===== src/rtl/mtbl_pkg.sv =====
// ----------------------------------------------------------------------------
// mtbl_pkg
// shared constants and codes for the map table bilinear lookup
// ----------------------------------------------------------------------------
package mtbl_pkg;

  localparam int SPEED_MAX = 32;
  localparam int LOAD_MAX  = 32;
  localparam int CELLS_MAX = 1024;

  localparam int SPD_AW  = $clog2(SPEED_MAX);
  localparam int LD_AW   = $clog2(LOAD_MAX);
  localparam int CELL_AW = $clog2(CELLS_MAX);

  // request kinds
  localparam logic [2:0] FN_WR_SPEED = 3'd0;
  localparam logic [2:0] FN_WR_LOAD  = 3'd1;
  localparam logic [2:0] FN_WR_CELL  = 3'd2;
  localparam logic [2:0] FN_LOOKUP   = 3'd3;
  localparam logic [2:0] FN_VALIDATE = 3'd4;

  // result status
  localparam logic [2:0] ST_OK          = 3'd0;
  localparam logic [2:0] ST_SPEED_LEN   = 3'd1;
  localparam logic [2:0] ST_LOAD_LEN    = 3'd2;
  localparam logic [2:0] ST_CELLS       = 3'd3;
  localparam logic [2:0] ST_SPEED_ORDER = 3'd4;
  localparam logic [2:0] ST_LOAD_ORDER  = 3'd5;
  localparam logic [2:0] ST_BAD_INDEX   = 3'd6;

  // register byte addresses
  localparam logic [2:0] ADDR_SPEED_LEN = 3'd0;
  localparam logic [2:0] ADDR_LOAD_LEN  = 3'd4;

  typedef struct packed {
    logic start;
    logic done;
  } div_ctl_t;

endpackage


===== src/rtl/mtbl_div.sv =====
// ----------------------------------------------------------------------------
// mtbl_div
// bit-serial signed divider, quotient truncated toward zero, low 16 bits out
// ----------------------------------------------------------------------------
module mtbl_div import mtbl_pkg::*; (
  input  logic               clk,
  input  logic               rst,
  input  logic               start,
  input  logic signed [33:0] num,
  input  logic signed [16:0] den,
  output div_ctl_t           ctl,
  output logic        [15:0] quo
);

  logic [33:0] dvd;
  logic [17:0] rem;
  logic [16:0] dvs;
  logic [5:0]  cnt;
  logic        neg;
  logic        busy;
  logic        done;
  logic [17:0] trial;
  logic        qbit;

  assign trial = {rem[16:0], dvd[33]};
  assign qbit  = trial >= {1'b0, dvs};

  always_ff @(posedge clk) begin
    if (rst) begin
      busy <= 1'b0;
      done <= 1'b0;
      cnt  <= '0;
    end else begin
      done <= 1'b0;
      if (start) begin
        busy <= 1'b1;
        cnt  <= 6'd34;
        dvd  <= num[33] ? 34'(-num) : 34'(num);
        dvs  <= den[16] ? 17'(-den) : 17'(den);
        neg  <= num[33] ^ den[16];
        rem  <= '0;
      end else if (busy) begin
        rem <= qbit ? 18'(trial - {1'b0, dvs}) : trial;
        dvd <= {dvd[32:0], qbit};
        cnt <= cnt - 6'd1;
        if (cnt == 6'd1) begin
          busy <= 1'b0;
          done <= 1'b1;
        end
      end
    end
  end

  assign ctl.start = start;
  assign ctl.done  = done;
  assign quo       = neg ? 16'(-dvd[15:0]) : dvd[15:0];

endmodule


===== config.mk =====
export PLATFORM = sky130hd
export DESIGN_NAME = mtbl_div
export DESIGN_NICKNAME = d
export VERILOG_FILES = /design/src/rtl/mtbl_pkg.sv /design/src/rtl/mtbl_div.sv
export SDC_FILE = /design/constraint.sdc
export NUM_CORES = 1
export LEC_CHECK = 0
export ABC_AREA = 1
export BUFFER_PORTS_ARGS = -buffer_cell sky130_fd_sc_hd__buf_2
export CELL_PAD_IN_SITES_DETAIL_PLACEMENT = 0
export CELL_PAD_IN_SITES_GLOBAL_PLACEMENT = 1
export CORE_UTILIZATION = 46
export DETAILED_ROUTE_END_ITERATION = 10
export HOLD_SLACK_MARGIN = 0.1
export PLACE_DENSITY = 0.89
export SETUP_SLACK_MARGIN = 0.3
export SLEW_MARGIN = 20
export SYNTH_ARGS = -nofsm -noshare
export SYNTH_HDL_FRONTEND = slang
export SYNTH_SLANG_ARGS = --single-unit
export TNS_END_PERCENT = 50

===== constraint.sdc =====
create_clock -name clk -period 4.9 [get_ports clk]
set_input_delay 0.49 -clock clk [delete_from_list [all_inputs] [get_ports clk]]
set_output_delay 0.49 -clock clk [all_outputs]
set_load 0.05 [all_outputs]

After elaboration in Yosys (flattened, before gate mapping)
Index checks and enable logic that the tools add are counted.

Register bits after elaboration: 77. Input port bits: 54.

Add/subtract/negate cells: 5. Order comparisons: 1. Equal/unequal tests: 1. Muxes and demuxes: 13. Bitwise operators: 3. Reductions and logical operators: 5.

Operator list (number): two-way mux 34 bit (3); two-way mux 17 bit (2); negation 34 bit (1); two-way mux 16 bit (2); greater-or-equal comparator 18 x 17 -> 1 bit (1); negation 17 bit (1); subtractor 17 bit (1); negation 16 bit (1); two-way mux 6 bit (2); equality test 6 x 1 -> 1 bit, second input constant (1); subtractor 6 x 1 -> 6 bit, second input constant (1); two-way mux 1 bit (4); AND reduction 2 bit (2); OR reduction 3 bit (1); inverter 1 bit (2); nonzero test 2 bit (1); OR reduction 2 bit (1); bitwise XOR 1 bit (1).

Depth between registers and ports, before layout
Depth after elaboration: 4. Gate-level depth with buffers: 14. Gate-level depth less buffers: 14.

Worst setup path after synthesis
No wires, ideal clock.

Path type: input -> register. From: input start. To: register dvd[0] (enable). Arrival: 2.972 ns. Required time: 4.490 ns. Path slack: 1.518 ns. Stages: 5. Path buffers: 1. Cells stage by stage: clkbuf_1 > inv_2 > nor2_1 > inv_1 > nand2_1.

Cells in the longest elaborated chain, start to end: 2.

Ends and longest elaborated chain: start: declaration (RTL line mtbl_div.sv:8) `input logic start,`; nonzero test 2 bit (no line); AND reduction 2 bit (no line); end signal: assignment (RTL line mtbl_div.sv:38) `dvd <= num[33] ? 34'(-num) : 34'(num);`; end signal: assignment (RTL line mtbl_div.sv:44) `dvd <= {dvd[32:0], qbit};`; end: declaration (RTL line mtbl_div.sv:15) `logic [33:0] dvd;`.

No other way between the ends. A chain may end at the register's enable or synchronous reset.

Worst setup path after layout
From: input start. To: register dvd[27] (enable).

Same word-level chain as after synthesis.

==> out/results.ini <==
[run_status]
status=complete, no violations

[setup_path]
critPathKind=input pin to register
cpLargestDelayFamily=buffers and inverters
critPathRequiredTime_ns=4.87
path_max_fanout=63
path_cells=buf_2 -> inv_2 -> nor2_1 -> inv_1 -> nand2_2 -> buf_4
critPathLaunchType=input pin
crit_arrival_ns=2.74
critPathMaxStageDelay_ns=0.55
cp-end-kind=register
cp_slowest_cell=inv_2
cp_num_buf_inv=4

[drt]
wl_um=15300
drtIter0Drc=353
wl_per_cell_um=13.6
via_per_inst=4.99
drtPass1Iterations=5
drc=0
antenna_left=0
num_vias=5629

[synthesis]
synth-seq-cells=77
synth_seq_area_share_pct=36.3
ys_types=38
netlist_instances=889
syn-num-nets=966
syn-cell-area_mm2=0.00615
ys_warn_count=0
synth_edf_count=69
async_reset_ff_share_pct=0
avgSynthCellArea_um2=6.92
synth_flop_cell=edfxtp_1

[cells_and_area]
seqCellArea_mm2=0.00223
fin_area_mm2=0.00695
layout-drive-gt1-share_pct=11.9
multi_input_area_mm2=0.00330
syn_to_final_growth_pct=13.0
nFillCells=1344
antenna_cells=0
num-nets-final=1030

[timing]
rsz0062_at_grt=false
finalCritPeriodShare_pct=56.4
holdWs_ns=0.351
slew_viol_final=0
hold_viol=0
finalClockSkew_ns=0.00985
tightest_slew_ns=0.967
fmax_mhz=362
slew_headroom_pct=35.4
tns_ns=0
setup_viol=0
fin_crit_ns=2.77

[placed_design]
place_hpwl_um=11900
portBuffers=71
gp_congestion=0.868
place_area_mm2=0.00664

[pwr]
powerDensity_mw_per_mm2=330
ir_worst_vdd_mv=0.188
power_leakage_nw=3.47

[floorplanning]
row_count=41
die_h_um=118
core_mm2=0.0128
dieArea_mm2=0.0138
pin_count=72
die_x_um=118
start_util_pct=48.0

[cts]
ctsHoldBuffers=0
postCtsSetupBuffers=0
cts_tree=done
clock_sinks=77
htree_levels=3
insertion_delay_ns=0.34
clock-root-buffer=clkbuf_16
clk_pin_slew_ns=0.06
cts_buffer_depth=2
cts.repair.resized=0
numCtsBuffers=9

[global_route]
grt_max_degree=64
grt-ovfl-total=0
first_global_vias=5010
grt_util_all_layers_pct=22.7
grt_antenna_before_repair=0
grt_pass1_wl_um=24800

[run]
drv_cap=0

[min_path]
min-delay-path-class=input pin to register

-- synthesized netlist by cell type, types with 3 or more instances --
master	number	area share (%)
nand2_1	279	17
inv_1	137	8.4
nor2_1	104	6.3
edfxtp_1	69	34
nand3_1	67	5.5
o21ai_0	38	3.1
xor2_1	38	5.4
ha_1	22	4.5
nand4_1	20	2.0
a21oi_1	12	0.98
clkbuf_1	12	0.73
nor3_1	11	0.89
nand3b_1	10	1.2
xnor2_1	9	1.3
dfxtp_1	8	2.6
nand3_2	5	0.81
or2_2	5	0.51
a31oi_1	4	0.41
nor2_2	4	0.41
nor3b_1	4	0.49
buf_2	3	0.24
buf_4	3	0.37
inv_2	3	0.18
nand2_2	3	0.31
-- layer usage --
| metal | part of all wire [%] | GRT usage (%) | routed length (um) |
|---|---|---|---|
| met1 | 51 | 33.5 | 7740 |
| met2 | 44 | 34.2 | 6730 |
| met3 | 4.8 | 4.26 | 738 |
| met4 | 0.73 | 5.21 | 112 |
| met5 | 0 | 0 | 0 |
-- layout by cell type (no fill, tap or decap), types with 5 or more instances in the layout --
cell	count
a21oi_1	12
buf_2	71
clkbuf_16	9
dfxtp_1	8
edfxtp_1	69
ha_1	22
inv_1	137
nand2_1	278
nand3_1	67
nand3_2	5
nand3b_1	10
nand4_1	20
nor2_1	104
nor3_1	11
o21ai_0	38
or2_2	5
xnor2_1	9
xor2_1	38
-- final timing paths --
check,from,endpoint,slack [ns],cells past startpoint
max,start,dvd[27],2.13,6
min,den[0],dvs[0],0.35,1
max reg2reg,rem[5],dvd[0],2.53,9
min reg2reg,dvd[24],dvd[25],0.51,2
-- final cells by class --
cell class | count | share of cell area [%]
Clock buffer | 11 | 3.35
Clock inverter | 4 | 1.06
Inverter | 140 | 7.56
Multi-Input combinational cell | 652 | 47.5
Sequential cell | 77 | 32.1
Tap cell | 172 | 3.10
Timing Repair Buffer | 73 | 5.33
-- report_power, final --
group          internal [mW]  switching [mW]
Sequential             0.808          0.0414
Combinational          0.236           0.510
Clock                  0.444           0.257
Total                   1.49           0.809
-- registers in the layout (all words and copies together) (netlist names) --
register	count
busy	1
dvs	17
done	1
cnt	6
dvd	34
neg	1
rem	17
-- logic make-up (layout without fill, tap and decap cells) --
family / count (synthesis) / count (layout) / synth area share (%)
buffers and inverters: 160 / 228 / 10.1
AND/OR/NAND/NOR: 521 / 521 / 36.7
flip-flops: 77 / 77 / 36.3
XOR/XNOR: 47 / 47 / 6.69
AO/OA/AOI/OAI: 61 / 61 / 5.35
adder cells (fa/ha/maj): 23 / 23 / 4.80
-- worst register-to-register path: cells and delay by family, from the launching register on --
family,cells,cell delay (ns)
compound gates,2,0.22
fa+ha+maj,1,0.37
buf+inv,1,0.08
flops,1,0.42
simple gates,5,0.99
-- stage by stage --
stage	setup WS, ns	power [mW]	util (%)	cells
after floorplan	1.52	1.42	-	889
after global placement	1.86	1.60	51.8	1114
after detailed placement	1.82	1.60	51.8	1114
after CTS	2.15	2.31	54.2	1129
after global routing	1.94	2.44	54.2	1129
final	2.13	2.30	54.2	1129
(Power assumes the default switching activity.)
